===== src/hdl/assert_macros.svh =====
// ----------------------------------------------------------------------------
// assertion macros
// concurrent assertion shorthands used by the histogram rtl
// ----------------------------------------------------------------------------
`ifndef ASSERT_MACROS_SVH
`define ASSERT_MACROS_SVH

`ifndef NO_ASSERTIONS

// same-cycle implication, disabled while reset is low
`define ASSERT_IMPL(label, clk, rst_n, ante, cons) \
    label: assert property (@(posedge clk) disable iff (!rst_n) (ante) |-> (cons)) \
        else $error("assertion failed");

// next-cycle implication, disabled while reset is low
`define ASSERT_NEXT(label, clk, rst_n, ante, cons) \
    label: assert property (@(posedge clk) disable iff (!rst_n) (ante) |=> (cons)) \
        else $error("assertion failed");

`else

`define ASSERT_IMPL(label, clk, rst_n, ante, cons)
`define ASSERT_NEXT(label, clk, rst_n, ante, cons)

`endif

`endif


===== src/hdl/ubh_pkg.sv =====
// ----------------------------------------------------------------------------
// ubh_pkg
// widths, register codes and interface structs of the uniform bin histogram
// ----------------------------------------------------------------------------
`default_nettype none

package ubh_pkg;

    localparam int SAMPLE_W   = 32;
    localparam int ADDEND_W   = 32;
    localparam int BIN_W      = 6;
    localparam int TOTAL_W    = 64;
    localparam int COUNT_W    = 6;
    localparam int CFG_IDX_W  = 2;
    localparam int CFG_DATA_W = 32;
    localparam int DIV_W      = 32;
    localparam int DIV_CNT_W  = 5;
    // n * width + remainder stays below 2^39
    localparam int LIMIT_W    = 39;

    // configuration register indexes
    localparam logic [CFG_IDX_W-1:0] REG_LOWER_BOUND = 2'd0;
    localparam logic [CFG_IDX_W-1:0] REG_UPPER_BOUND = 2'd1;
    localparam logic [CFG_IDX_W-1:0] REG_BIN_COUNT   = 2'd2;

    // reset values of the registers
    localparam logic [SAMPLE_W-1:0] LOWER_RESET = 32'd0;
    localparam logic [SAMPLE_W-1:0] UPPER_RESET = 32'd64;
    localparam logic [COUNT_W-1:0]  COUNT_RESET = 6'd8;

    typedef struct packed {
        logic                req;
        logic [BIN_W-1:0]    bin;
        logic [ADDEND_W-1:0] addend;
    } bank_req_t;

    typedef struct packed {
        logic clearing;
        logic done;
    } bank_status_t;

endpackage

`default_nettype wire


===== src/hdl/uniform_bin_histogram_unit.sv =====
// ----------------------------------------------------------------------------
// uniform_bin_histogram_unit
// histogram of equal-width bins, plus an optional extra bin, with 64-bit wrapping counters
// ----------------------------------------------------------------------------
// usage
//   s_ channel: one transfer carries a sample index and an addend; the addend
//   is added to the counter of the bin that holds the index
//   m_ channel: one transfer per input with the bin used, its new total and
//   a clamp flag in tuser
//   cfg channel: writes lower bound, upper bound and bin count; every write
//   restarts the bin geometry computation, with s_tready low meanwhile
// processing
//   an in-range sample takes 32 serial divide steps of the offset by the bin
//   width, then the bin is picked, then the counter memory does its
//   read-add-write and the result loads the output register; samples below
//   the range skip the divide; the next input is taken once the last is through
// reset
//   registers return to lower 0, upper 64, count 8; a clearing pass zeroes
//   every counter slot while s_tready stays low, overlapped with the
//   geometry computation
// stall
//   one output register holds the result; the next item is accepted and
//   divided meanwhile, and waits before its counter update until the
//   receiver takes the pending result
// ----------------------------------------------------------------------------
`default_nettype none
`include "assert_macros.svh"

module uniform_bin_histogram_unit #(
    parameter int MAX_BINS = 64
) (
    input  wire logic                             aclk,
    input  wire logic                             aresetn,
    // input stream
    input  wire logic                             s_tvalid,
    output logic                                  s_tready,
    input  wire logic [63:0]                      s_tdata,   // sample_index, addend
    // result stream
    output logic                                  m_tvalid,
    input  wire logic                             m_tready,
    output logic [71:0]                           m_tdata,   // bin_number, bin_total
    output logic                                  m_tuser,   // was_clamped
    // configuration writes
    input  wire logic                             cfg_valid,
    output logic                                  cfg_ready,
    input  wire logic [ubh_pkg::CFG_IDX_W-1:0]    cfg_index,
    input  wire logic [ubh_pkg::CFG_DATA_W-1:0]   cfg_data
);

    typedef enum logic [8:0] {
        ST_GEO   = 9'b0_0000_0001,  // start domain / count
        ST_GDIV1 = 9'b0_0000_0010,  // wait for quotient, round up to width
        ST_GREM  = 9'b0_0000_0100,  // start domain / width
        ST_GDIV2 = 9'b0_0000_1000,  // wait for remainder (extra bin width)
        ST_GMUL  = 9'b0_0001_0000,  // end of extra bin
        ST_IDLE  = 9'b0_0010_0000,
        ST_DIV   = 9'b0_0100_0000,  // offset / width in flight
        ST_ISSUE = 9'b0_1000_0000,  // counter update once output is free
        ST_WAIT  = 9'b1_0000_0000
    } state_t;

    state_t state_reg, state_next;

    // configuration registers
    logic [ubh_pkg::SAMPLE_W-1:0] lower_reg;
    logic [ubh_pkg::SAMPLE_W-1:0] upper_reg;
    logic [ubh_pkg::COUNT_W-1:0]  count_reg;

    // geometry
    logic [ubh_pkg::DIV_W-1:0]    width_reg, width_next;
    logic [ubh_pkg::DIV_W-1:0]    extra_w_reg, extra_w_next;
    logic                         extra_reg, extra_next;
    logic [ubh_pkg::LIMIT_W-1:0]  limit_reg, limit_next;

    // item in flight
    logic [ubh_pkg::SAMPLE_W-1:0] off_reg, off_next;
    logic [ubh_pkg::ADDEND_W-1:0] addend_reg, addend_next;
    logic [ubh_pkg::BIN_W-1:0]    bin_reg, bin_next;
    logic                         clamp_reg, clamp_next;

    // output register
    logic                         m_tvalid_reg;
    logic [ubh_pkg::BIN_W-1:0]    out_bin_reg;
    logic [ubh_pkg::TOTAL_W-1:0]  out_total_reg;
    logic                         out_clamp_reg;
    logic                         out_load;

    logic                         cfg_write;
    logic                         s_accept;
    logic [ubh_pkg::COUNT_W-1:0]  n_eff;
    logic                         domain_ok;
    logic [ubh_pkg::SAMPLE_W-1:0] domain;
    logic [ubh_pkg::SAMPLE_W-1:0] s_index;
    logic [ubh_pkg::ADDEND_W-1:0] s_addend;
    logic [ubh_pkg::SAMPLE_W-1:0] s_offset;

    logic                         div_start;
    logic [ubh_pkg::DIV_W-1:0]    div_dividend;
    logic [ubh_pkg::DIV_W-1:0]    div_divisor;
    logic                         div_done;
    logic [ubh_pkg::DIV_W-1:0]    div_quot;
    logic [ubh_pkg::DIV_W-1:0]    div_rem;

    ubh_pkg::bank_req_t           bank_req;
    ubh_pkg::bank_status_t        bank_status;
    logic [ubh_pkg::TOTAL_W-1:0]  bank_total;

    assign s_index   = s_tdata[31:0];
    assign s_addend  = s_tdata[63:32];
    assign cfg_ready = 1'b1;
    assign cfg_write = cfg_valid && cfg_ready;
    assign s_tready  = (state_reg == ST_IDLE) && !bank_status.clearing;
    assign s_accept  = s_tvalid && s_tready;

    // effective regular bin count: zero reads as one, capped at the counter slots
    always_comb begin
        n_eff = (count_reg == '0) ? ubh_pkg::COUNT_W'(1) : count_reg;
        if (32'(n_eff) > 32'(MAX_BINS)) begin
            n_eff = ubh_pkg::COUNT_W'(MAX_BINS);
        end
    end

    assign domain_ok = upper_reg > lower_reg;
    assign domain    = upper_reg - lower_reg;
    assign s_offset  = s_index - lower_reg;

    // configuration writes, index beyond the list is dropped
    always_ff @(posedge aclk) begin
        if (!aresetn) begin
            lower_reg <= ubh_pkg::LOWER_RESET;
            upper_reg <= ubh_pkg::UPPER_RESET;
            count_reg <= ubh_pkg::COUNT_RESET;
        end else if (cfg_write) begin
            unique case (cfg_index)
                ubh_pkg::REG_LOWER_BOUND: lower_reg <= cfg_data;
                ubh_pkg::REG_UPPER_BOUND: upper_reg <= cfg_data;
                ubh_pkg::REG_BIN_COUNT:   count_reg <= cfg_data[ubh_pkg::COUNT_W-1:0];
                default: begin
                end
            endcase
        end
    end

    always_comb begin
        state_next   = state_reg;
        width_next   = width_reg;
        extra_w_next = extra_w_reg;
        extra_next   = extra_reg;
        limit_next   = limit_reg;
        off_next     = off_reg;
        addend_next  = addend_reg;
        bin_next     = bin_reg;
        clamp_next   = clamp_reg;
        div_start    = 1'b0;
        div_dividend = domain;
        div_divisor  = width_reg;
        out_load     = 1'b0;
        bank_req     = '{req: 1'b0, bin: bin_reg, addend: addend_reg};

        unique case (state_reg)
            ST_GEO: begin
                if (domain_ok) begin
                    div_start   = 1'b1;
                    div_divisor = ubh_pkg::DIV_W'(n_eff);
                    state_next  = ST_GDIV1;
                end else begin
                    // empty or inverted domain: everything clamps to bin 0
                    width_next   = '0;
                    extra_w_next = '0;
                    extra_next   = 1'b0;
                    state_next   = ST_IDLE;
                end
            end
            ST_GDIV1: begin
                if (div_done) begin
                    // ceiling of domain / count
                    width_next = div_quot + ubh_pkg::DIV_W'(div_rem != '0);
                    state_next = ST_GREM;
                end
            end
            ST_GREM: begin
                div_start  = 1'b1;
                state_next = ST_GDIV2;
            end
            ST_GDIV2: begin
                if (div_done) begin
                    extra_w_next = div_rem;
                    extra_next   = (div_rem != '0) && (32'(n_eff) < 32'(MAX_BINS));
                    state_next   = ST_GMUL;
                end
            end
            ST_GMUL: begin
                limit_next = ubh_pkg::LIMIT_W'(n_eff) * ubh_pkg::LIMIT_W'(width_reg)
                           + ubh_pkg::LIMIT_W'(extra_w_reg);
                state_next = ST_IDLE;
            end
            ST_IDLE: begin
                if (s_accept) begin
                    addend_next = s_addend;
                    off_next    = s_offset;
                    if (!domain_ok || (s_index < lower_reg)) begin
                        // below the range or no domain
                        bin_next   = '0;
                        clamp_next = 1'b1;
                        state_next = ST_ISSUE;
                    end else begin
                        div_start    = 1'b1;
                        div_dividend = s_offset;
                        state_next   = ST_DIV;
                    end
                end
            end
            ST_DIV: begin
                if (div_done) begin
                    priority if (div_quot < ubh_pkg::DIV_W'(n_eff)) begin
                        bin_next   = div_quot[ubh_pkg::BIN_W-1:0];
                        clamp_next = 1'b0;
                    end else if (extra_reg && (ubh_pkg::LIMIT_W'(off_reg) < limit_reg)) begin
                        bin_next   = n_eff;
                        clamp_next = 1'b0;
                    end else begin
                        // past all bins: last bin, extra one if present
                        bin_next   = extra_reg ? n_eff : n_eff - 1'b1;
                        clamp_next = 1'b1;
                    end
                    state_next = ST_ISSUE;
                end
            end
            ST_ISSUE: begin
                // output register is empty after this edge
                if (!m_tvalid_reg || m_tready) begin
                    bank_req.req = 1'b1;
                    state_next   = ST_WAIT;
                end
            end
            ST_WAIT: begin
                if (bank_status.done) begin
                    out_load   = 1'b1;
                    state_next = ST_IDLE;
                end
            end
            default: begin
                state_next = ST_GEO;
            end
        endcase

        // any register write restarts the geometry
        if (cfg_write) begin
            state_next = ST_GEO;
        end
    end

    always_ff @(posedge aclk) begin
        if (!aresetn) begin
            state_reg <= ST_GEO;
            extra_reg <= 1'b0;
        end else begin
            state_reg <= state_next;
            extra_reg <= extra_next;
        end
    end

    always_ff @(posedge aclk) begin
        width_reg   <= width_next;
        extra_w_reg <= extra_w_next;
        limit_reg   <= limit_next;
        off_reg     <= off_next;
        addend_reg  <= addend_next;
        bin_reg     <= bin_next;
        clamp_reg   <= clamp_next;
    end

    // output register
    always_ff @(posedge aclk) begin
        if (!aresetn) begin
            m_tvalid_reg <= 1'b0;
        end else if (out_load) begin
            m_tvalid_reg <= 1'b1;
        end else if (m_tready) begin
            m_tvalid_reg <= 1'b0;
        end
    end

    always_ff @(posedge aclk) begin
        if (out_load) begin
            out_bin_reg   <= bin_reg;
            out_total_reg <= bank_total;
            out_clamp_reg <= clamp_reg;
        end
    end

    assign m_tvalid = m_tvalid_reg;
    assign m_tdata  = {2'b00, out_total_reg, out_bin_reg};
    assign m_tuser  = out_clamp_reg;

    ubh_serial_div u_div (
        .aclk      (aclk),
        .aresetn   (aresetn),
        .start     (div_start),
        .dividend  (div_dividend),
        .divisor   (div_divisor),
        .done      (div_done),
        .quotient  (div_quot),
        .remainder (div_rem)
    );

    ubh_counter_bank #(
        .MAX_BINS (MAX_BINS)
    ) u_bank (
        .aclk    (aclk),
        .aresetn (aresetn),
        .req     (bank_req),
        .status  (bank_status),
        .total   (bank_total)
    );

    // counter update answers with done after its add phase writes the sum
    `ASSERT_IMPL(a_bank_latency, aclk, aresetn, bank_req.req, ##2 bank_status.done)
    // a finished update never lands on a pending result
    `ASSERT_IMPL(a_out_free, aclk, aresetn, bank_status.done, !m_tvalid_reg)
    // a register write always restarts the geometry
    `ASSERT_NEXT(a_cfg_restart, aclk, aresetn, cfg_write, state_reg == ST_GEO)
    // an accepted item always leaves idle
    `ASSERT_NEXT(a_item_leaves_idle, aclk, aresetn, s_accept, state_reg != ST_IDLE)

endmodule

`default_nettype wire


===== src/hdl/ubh_serial_div.sv =====
// ----------------------------------------------------------------------------
// ubh_serial_div
// restoring divider, one quotient bit per cycle
// ----------------------------------------------------------------------------
`default_nettype none

module ubh_serial_div (
    input  wire logic                      aclk,
    input  wire logic                      aresetn,
    input  wire logic                      start,
    input  wire logic [ubh_pkg::DIV_W-1:0] dividend,
    input  wire logic [ubh_pkg::DIV_W-1:0] divisor,
    output logic                           done,
    output logic [ubh_pkg::DIV_W-1:0]      quotient,
    output logic [ubh_pkg::DIV_W-1:0]      remainder
);

    logic                          busy_reg;
    logic                          done_reg;
    logic [ubh_pkg::DIV_CNT_W-1:0] cnt_reg;
    logic [ubh_pkg::DIV_W-1:0]     quot_reg;
    logic [ubh_pkg::DIV_W-1:0]     rem_reg;
    logic [ubh_pkg::DIV_W-1:0]     divisor_reg;

    logic [ubh_pkg::DIV_W:0]       rem_shift;
    logic [ubh_pkg::DIV_W+1:0]     diff;

    // dividend bits leave at the top of quot_reg as quotient bits enter below
    always_comb begin
        rem_shift = {rem_reg, quot_reg[ubh_pkg::DIV_W-1]};
        diff      = {1'b0, rem_shift} - {2'b00, divisor_reg};
    end

    always_ff @(posedge aclk) begin
        if (!aresetn) begin
            busy_reg <= 1'b0;
            done_reg <= 1'b0;
            cnt_reg  <= '0;
        end else begin
            done_reg <= 1'b0;
            if (start) begin
                busy_reg <= 1'b1;
                cnt_reg  <= '0;
            end else if (busy_reg) begin
                cnt_reg <= cnt_reg + 1'b1;
                if (cnt_reg == ubh_pkg::DIV_CNT_W'(ubh_pkg::DIV_W - 1)) begin
                    busy_reg <= 1'b0;
                    done_reg <= 1'b1;
                end
            end
        end
    end

    always_ff @(posedge aclk) begin
        if (start) begin
            quot_reg    <= dividend;
            rem_reg     <= '0;
            divisor_reg <= divisor;
        end else if (busy_reg) begin
            if (!diff[ubh_pkg::DIV_W+1]) begin
                rem_reg  <= diff[ubh_pkg::DIV_W-1:0];
                quot_reg <= {quot_reg[ubh_pkg::DIV_W-2:0], 1'b1};
            end else begin
                rem_reg  <= rem_shift[ubh_pkg::DIV_W-1:0];
                quot_reg <= {quot_reg[ubh_pkg::DIV_W-2:0], 1'b0};
            end
        end
    end

    assign done      = done_reg;
    assign quotient  = quot_reg;
    assign remainder = rem_reg;

endmodule

`default_nettype wire


===== src/hdl/ubh_counter_bank.sv =====
// ----------------------------------------------------------------------------
// ubh_counter_bank
// bin counter memory with read-add-write update and clearing pass at reset
// ----------------------------------------------------------------------------
`default_nettype none

module ubh_counter_bank #(
    parameter int MAX_BINS = 64
) (
    input  wire logic                        aclk,
    input  wire logic                        aresetn,
    input  wire ubh_pkg::bank_req_t          req,
    output ubh_pkg::bank_status_t            status,
    output logic [ubh_pkg::TOTAL_W-1:0]      total
);

    localparam int ADDR_W = $clog2(MAX_BINS);

    logic [ubh_pkg::TOTAL_W-1:0]  mem [MAX_BINS];

    logic                         clearing_reg;
    logic [ADDR_W-1:0]            clr_idx_reg;
    logic                         add_phase_reg;
    logic                         done_reg;
    logic [ADDR_W-1:0]            addr_reg;
    logic [ubh_pkg::ADDEND_W-1:0] addend_reg;
    logic [ubh_pkg::TOTAL_W-1:0]  rd_data_reg;
    logic [ubh_pkg::TOTAL_W-1:0]  total_reg;

    logic [ubh_pkg::TOTAL_W-1:0]  sum;
    logic                         wr_en;
    logic [ADDR_W-1:0]            wr_addr;
    logic [ubh_pkg::TOTAL_W-1:0]  wr_data;

    always_comb begin
        sum = rd_data_reg + {{(ubh_pkg::TOTAL_W - ubh_pkg::ADDEND_W){1'b0}}, addend_reg};
        if (clearing_reg) begin
            wr_en   = 1'b1;
            wr_addr = clr_idx_reg;
            wr_data = '0;
        end else begin
            wr_en   = add_phase_reg;
            wr_addr = addr_reg;
            wr_data = sum;
        end
    end

    always_ff @(posedge aclk) begin
        if (!aresetn) begin
            clearing_reg  <= 1'b1;
            clr_idx_reg   <= '0;
            add_phase_reg <= 1'b0;
            done_reg      <= 1'b0;
        end else begin
            if (clearing_reg) begin
                clr_idx_reg <= clr_idx_reg + 1'b1;
                if (clr_idx_reg == ADDR_W'(MAX_BINS - 1)) begin
                    clearing_reg <= 1'b0;
                end
            end
            add_phase_reg <= req.req;
            done_reg      <= add_phase_reg;
        end
    end

    always_ff @(posedge aclk) begin
        if (wr_en) begin
            mem[wr_addr] <= wr_data;
        end
        if (req.req) begin
            rd_data_reg <= mem[ADDR_W'(req.bin)];
        end
    end

    always_ff @(posedge aclk) begin
        if (req.req) begin
            addr_reg   <= ADDR_W'(req.bin);
            addend_reg <= req.addend;
        end
        if (add_phase_reg) begin
            total_reg <= sum;
        end
    end

    assign status.clearing = clearing_reg;
    assign status.done     = done_reg;
    assign total           = total_reg;

endmodule

`default_nettype wire

===== config.mk =====
export PLATFORM = sky130hd
export DESIGN_NAME = uniform_bin_histogram_unit
export DESIGN_NICKNAME = d
export VERILOG_FILES = /design/src/hdl/ubh_pkg.sv /design/src/hdl/uniform_bin_histogram_unit.sv /design/src/hdl/ubh_serial_div.sv /design/src/hdl/ubh_counter_bank.sv
export VERILOG_INCLUDE_DIRS = /design/src /design/src/hdl
export SDC_FILE = /design/constraint.sdc
export NUM_CORES = 2
export LEC_CHECK = 0
export ABC_CLOCK_PERIOD_IN_PS = 11350
export BUFFER_PORTS_ARGS = -buffer_cell sky130_fd_sc_hd__buf_2
export CORE_UTILIZATION = 40
export CTS_CLUSTER_DIAMETER = 50
export DETAILED_ROUTE_END_ITERATION = 10
export GPL_ROUTABILITY_DRIVEN = 0
export GPL_TIMING_DRIVEN = 0
export PLACE_DENSITY = 0.55
export SLEW_MARGIN = 20
export SYNTH_ARGS = -nofsm -noshare
export SYNTH_HDL_FRONTEND = slang
export SYNTH_SLANG_ARGS = --single-unit
export TNS_END_PERCENT = 100

===== constraint.sdc =====
create_clock -name aclk -period 11.35 [get_ports aclk]
set_clock_uncertainty 0.05 [all_clocks]
set_input_delay 1.135 -clock aclk [delete_from_list [all_inputs] [get_ports aclk]]
set_output_delay 1.135 -clock aclk [all_outputs]
set_load 0.005 [all_outputs]

Word level (Yosys, flattened, before mapping). Memories as Yosys holds them, arrays and structs flattened. A register that Yosys moved wholly into a read port is not among the register bits. Index checks and enable logic that the tools add are counted.

Flip-flop bits (word level): 540. RAM bits: 4096. Input port bits: 103. Output and inout bits: 76. Logic and storage cells: 155. Memories kept: 1.

Memory list: u_bank.mem (depth 64, width 64, rd ports 1, clocked after memory_dff 1, wr ports 1, RTL line ubh_counter_bank.sv:19) `logic [ubh_pkg::TOTAL_W-1:0] mem [MAX_BINS];`.

Add/subtract/negate cells: 9. Multipliers: 1. Order comparisons: 4. Equal/unequal tests: 21. Multiplexer cells: 61. Bitwise operators: 2. Reductions and logical operators: 27.

Operators by type and width (count): $mux 32 (11); $pmux 32 s2 (2); $pmux 9 s9 (1); $add 64x32->64 (1); $mux 64 (1); $sub 32x32->32 (2); $mux 6 (9); $mux 9 (6); $add 38x32->39 (1); $lt 32x39->1 (1); $mul 6x32->38 (1); $sub 33x32->34 (1); $add 32x1->32 (1); $gt 32x32->1 (1); $lt 32x32->1 (1); $lt 32x6->1 (1); $reduce_bool 32->1 (1); $mux 1 (26); $pmux 6 s2 (1); $ne 2x1->1 const B (5); $reduce_bool 2->1 (5); $eq 9x1->1 const B (1); $eq 9x2->1 const B (1); $eq 9x3->1 const B (1); other kinds (29) (43).

Depth between registers and ports, before layout.
Depth after elaboration: 8. Mapped depth: 22.

Cells and area by module. From an unflattened synthesis, not the netlist that was laid out.

Cell total of the unflattened synthesis: 9463. Area total of the unflattened synthesis: 193180.3 um^2.

Modules (own cells, without submodules): ubh_counter_bank (instances 1, cells an instance 6574, area each 163877.2 um^2); uniform_bin_histogram_unit (instances 1, cells an instance 2339, area each 23518.8 um^2); ubh_serial_div (instances 1, cells an instance 550, area each 5784.3 um^2).

Least setup slack after synthesis. No wires, ideal clock.

Path type: register -> register. From: register state_reg[3]. To: register u_bank.addend_reg[0] (netlist bit) (enable). Setup time: 0.576 ns. Arrival time: 5.992 ns. Data required time: 10.724 ns. Slack: 4.732 ns. Stages on the path, launching flop included: 6. Period minus slack after synthesis: 6.618 ns. Cells stage by stage: dfxtp_1 > nor3_1 > and2_1 > nand2b_1 > or4b_2 > nor2b_1.

RTL lines: start: declaration (RTL line uniform_bin_histogram_unit.sv:62) `state_t state_reg, state_next;`; start signal: assignment (RTL line uniform_bin_histogram_unit.sv:258) `state_reg <= state_next;`; end signal: assignment (RTL line ubh_counter_bank.sv:78) `addend_reg <= req.addend;`; end: declaration (RTL line ubh_counter_bank.sv:26) `logic [ubh_pkg::ADDEND_W-1:0] addend_reg;`.

Worst setup path after layout.
From: register u_bank.rd_data_reg[0] (netlist bit), read port of u_bank.mem. To: memory u_bank.mem[58][32] (netlist bit), data pin.

Cells in the longest elaborated chain, start to end: 2.

RTL lines: start: declaration (RTL line ubh_counter_bank.sv:27) `logic [ubh_pkg::TOTAL_W-1:0] rd_data_reg;`; $add 64x32->64 (RTL line ubh_counter_bank.sv:36) `sum = rd_data_reg + {{(ubh_pkg::TOTAL_W - ubh_pkg::ADDEND_W){1'b0}}, addend_reg};`; net u_bank.sum, one bit (RTL line ubh_counter_bank.sv:30) `logic [ubh_pkg::TOTAL_W-1:0] sum;`; $mux 64 (RTL line ubh_counter_bank.sv:37) `if (clearing_reg) begin`; net u_bank.wr_data, one bit (RTL line ubh_counter_bank.sv:33) `logic [ubh_pkg::TOTAL_W-1:0] wr_data;`; end: declaration (RTL line ubh_counter_bank.sv:19).

The timed path passes the listed nets, and every way through them passes these cells.

==> impl_metrics.py <==
metrics = {
    "routing": {
        "num_vias": 101647,
        "drcViolationCount": 0,
        "first_pass_iters": 6,
        "wire_per_inst_um": 33.13,
        "vias_per_cell": 5.828,
        "wl_mm": 577.8,
        "initialDrtViolationCount": 12253,
        "ant_nets": 0,
    },
    "sta": {
        "setup_viol": 0,
        "hold_viol": 0,
        "post-route-period-util_pct": 64.16,
        "fmax_mhz": 137.3,
        "grt_setup_unrepaired": "false",
        "setup_slack_ns": 4.068,
        "finalMaxSlewViolations": 0,
        "slew_headroom_pct": 14.08,
        "worst_pin_slew_ns": 1.289,
        "final.min_clock_period_ns": 7.282,
        "holdWs_ns": 0.2092,
    },
    "global_routing": {
        "grtUsageTotal_pct": 23.59,
        "grt_max_degree": 65,
        "antenna_found_initial": 50,
        "overflow": 0,
        "grt_pass1_vias": 103583,
        "grt_first_pass_wirelength_mm": 802.3,
    },
    "setup_path": {
        "crit_path_frequent_cell": "o21ai_2",
        "setup.worst_path.class": "flip-flop to flip-flop",
        "cp.arrival_ns": 8.11,
        "required_ns": 12.18,
        "worstPathCellList": "ha_1, fa_1, a21o_1, a2111oi_0, o21ai_1, o21ai_2, a21oi_1, o21ai_2, nand2_1, xor2_1, and2_2, buf_16",
        "r2r_cells": 12,
        "cp_slowest_cell": "o21ai_2",
        "cpPeakStageDelay_ns": 1.01,
        "start_kind": "flip-flop",
        "cp-end-kind": "flip-flop",
        "crit_fanout": 33,
    },
    "yosys": {
        "synth.most_common_cell": "edfxtp_1",
        "synth-main-ff-cell": "edfxtp_1",
        "synth_top_family_by_area": "multiplexers",
        "synth.top_cell.area_share_pct": 71.08,
        "synth_edf_count": 4571,
        "synth_top_cell_by_area": "edfxtp_1",
        "synth_area_um2": 193100,
        "synthAdderAreaFrac_pct": 3.087,
        "synth-compound-area-share_pct": 2.617,
        "yosys_register_bits": 4700,
        "synth.area.top_cells": "edfxtp_1, mux4_2, fa_1",
        "postSynthCellCount": 9519,
        "muxShareOfSynthArea_pct": 16.05,
        "synthXorXnorAreaFrac_pct": 0.9116,
        "avgSynthCellArea_um2": 20.29,
        "synth_cell_type_count": 93,
        "yosysSeqAreaShare_pct": 72.42,
        "yosys.area_share.simple_pct": 3.397,
        "synthArstFlopShare_pct": 0,
        "synth_common_cells": "edfxtp_1, mux4_2, clkbuf_1, nand2_1, inv_1",
        "yosys_warnings": 0,
    },
    "clock_tree": {
        "ctsResizeCount": 0,
        "clk-insertion-delay-late_ns": 1.07,
        "cts_inserted_buffers": 542,
        "cts_tree": "done",
        "cts_setup_buffers": 0,
        "hold_buffers": 0,
        "clkSlewWorstSetupHoldPaths_ns": 0.06,
        "cts_sinks": 4700,
        "cts_root_buffer": "clkbuf_16",
        "clock_path_buffers": 4,
        "htreeDepth": 6,
    },
    "floorplanning": {
        "coreArea_um2": 479600,
        "die_h_um": 696.8,
        "rows": 254,
        "io_pins": 179,
        "start_util_pct": 40.27,
        "dieArea_um2": 485600,
        "die_x_um": 696.8,
    },
    "layout": {
        "largest-register": "u_bank.mem",
        "finalNetCount": 11085,
        "fillers": 39182,
        "final_cell_area_um2": 228000,
        "drive_above_1_share_pct": 27.11,
        "syn_to_final_growth_pct": 18.08,
        "largest_reg_flops": 4096,
    },
    "placement": {
        "hpwlAfterDp_mm": 412.0,
        "io_buffers": 175,
        "dpl_cell_area_um2": 210400,
        "place_ws_ns": 4.111,
    },
    "power_and_ir_drop": {
        "power_leakage_uw": 0.08024,
        "clockPowerShare_pct": 42.6,
        "vdd_drop_max_uv": 163.6,
        "power_frac_comb_pct": 8.7,
        "swShare_pct": 24.26,
        "p_int_uw": 30500,
        "p_switching_uw": 9766,
        "powerDensity_nw_per_um2": 176.6,
        "power_frac_seq_pct": 48.6,
    },
    "min_path": {
        "min_path_type": "input port to flip-flop",
        "holdPathStages": 1,
    },
    "run": {
        "max-cap-violations": 0,
    },
    "status": {
        "status": "finished clean",
    },
}
[critical path: cells and delay by family (launching register included)]
kind | cells | cell delay, ns
AND/OR/NAND/NOR | 2 | 1.33
adder cells (fa/ha/maj) | 2 | 0.70
flip-flops | 1 | 0.37
AO/OA/AOI/OAI | 6 | 3.53
buffers and inverters | 1 | 0.25
XOR/XNOR | 1 | 0.79
[metrics by stage]
step | utilization [%] | cells | total power (uW) | setup TNS, ns
floorplan | - | 9520 | 22210 | 0
global placement | 42.12 | 16095 | 23330 | -8586.65
detailed placement | 43.87 | 16451 | 23400 | 0
CTS | 47.50 | 17407 | 40500 | 0
global route | 47.53 | 17416 | 41530 | 0
finish | 47.55 | 17441 | 40260 | 0
[placed cells by master, fill, tap and decap left out, types with 112 or more instances in the layout]
cell type and instances:
o21ai_0 112, clkbuf_1 366, inv_1 316, nor2_1 245, fa_1 154, nand2_1 335
and2_1 247, ha_1 230, dfxtp_1 128, clkbuf_16 553, buf_12 263, mux4_2 1344
buf_2 248, a21oi_1 196, edfxtp_1 4571
[logic make-up (layout without fill, tap and decap cells)]
kind of cell             Yosys count  after routing
other                              2             34
XOR/XNOR                         201            201
multiplexers                    1411           1411
buffers and inverters            758           2248
flip-flops                      4700           4700
AND/OR/NAND/NOR                 1307           1307
AO/OA/AOI/OAI                    756            756
adder cells (fa/ha/maj)          384            384
[layout make-up]
type                    instances  area [um^2]  share of cell area [%]
plain buffers                 439         1888                  0.8280
clock inverters               300         3166                   1.388
well taps                    6400         8008                   3.512
inverters                     319         1209                  0.5301
clock buffers                 656        14240                   6.247
diodes                         31        77.57                 0.03402
multi-input cells            4062        51000                   22.37
repair buffers                534         8573                   3.760
flip-flops and latches       4700       139800                   61.33
[layer usage]
layer / wire length, um / track usage, %
met1: 231500 / 32.06
met2: 278700 / 38.19
met3: 45390 / 4.309
met4: 22100 / 8.615
met5: 23 / 0
[worst paths after layout]
kind	startpoint	endpoint	slack [ns]
worst max-delay path	u_bank.rd_data_reg[0]$_DFFE_PP_	u_bank.mem[58][32]$_DFFE_PP_	4.07
worst max register to register	u_bank.rd_data_reg[0]$_DFFE_PP_	u_bank.mem[58][32]$_DFFE_PP_	4.07
worst min-delay path	s_tdata[36]	addend_reg[4]$_DFFE_PP_	0.21
worst min register to register	addend_reg[18]$_DFFE_PP_	u_bank.addend_reg[18]$_DFFE_PP_	0.36
[power groups by stage]
stage	registers [uW]	clock network, uW	logic, uW
finish	19600	17200	3510
global route	19600	18100	3860
CTS	19600	17400	3510
detailed placement	19900	0	3470
global placement	20000	0	3370
floorplan	19800	0	2430
Note: power is estimated with default switching activity, not from simulation.
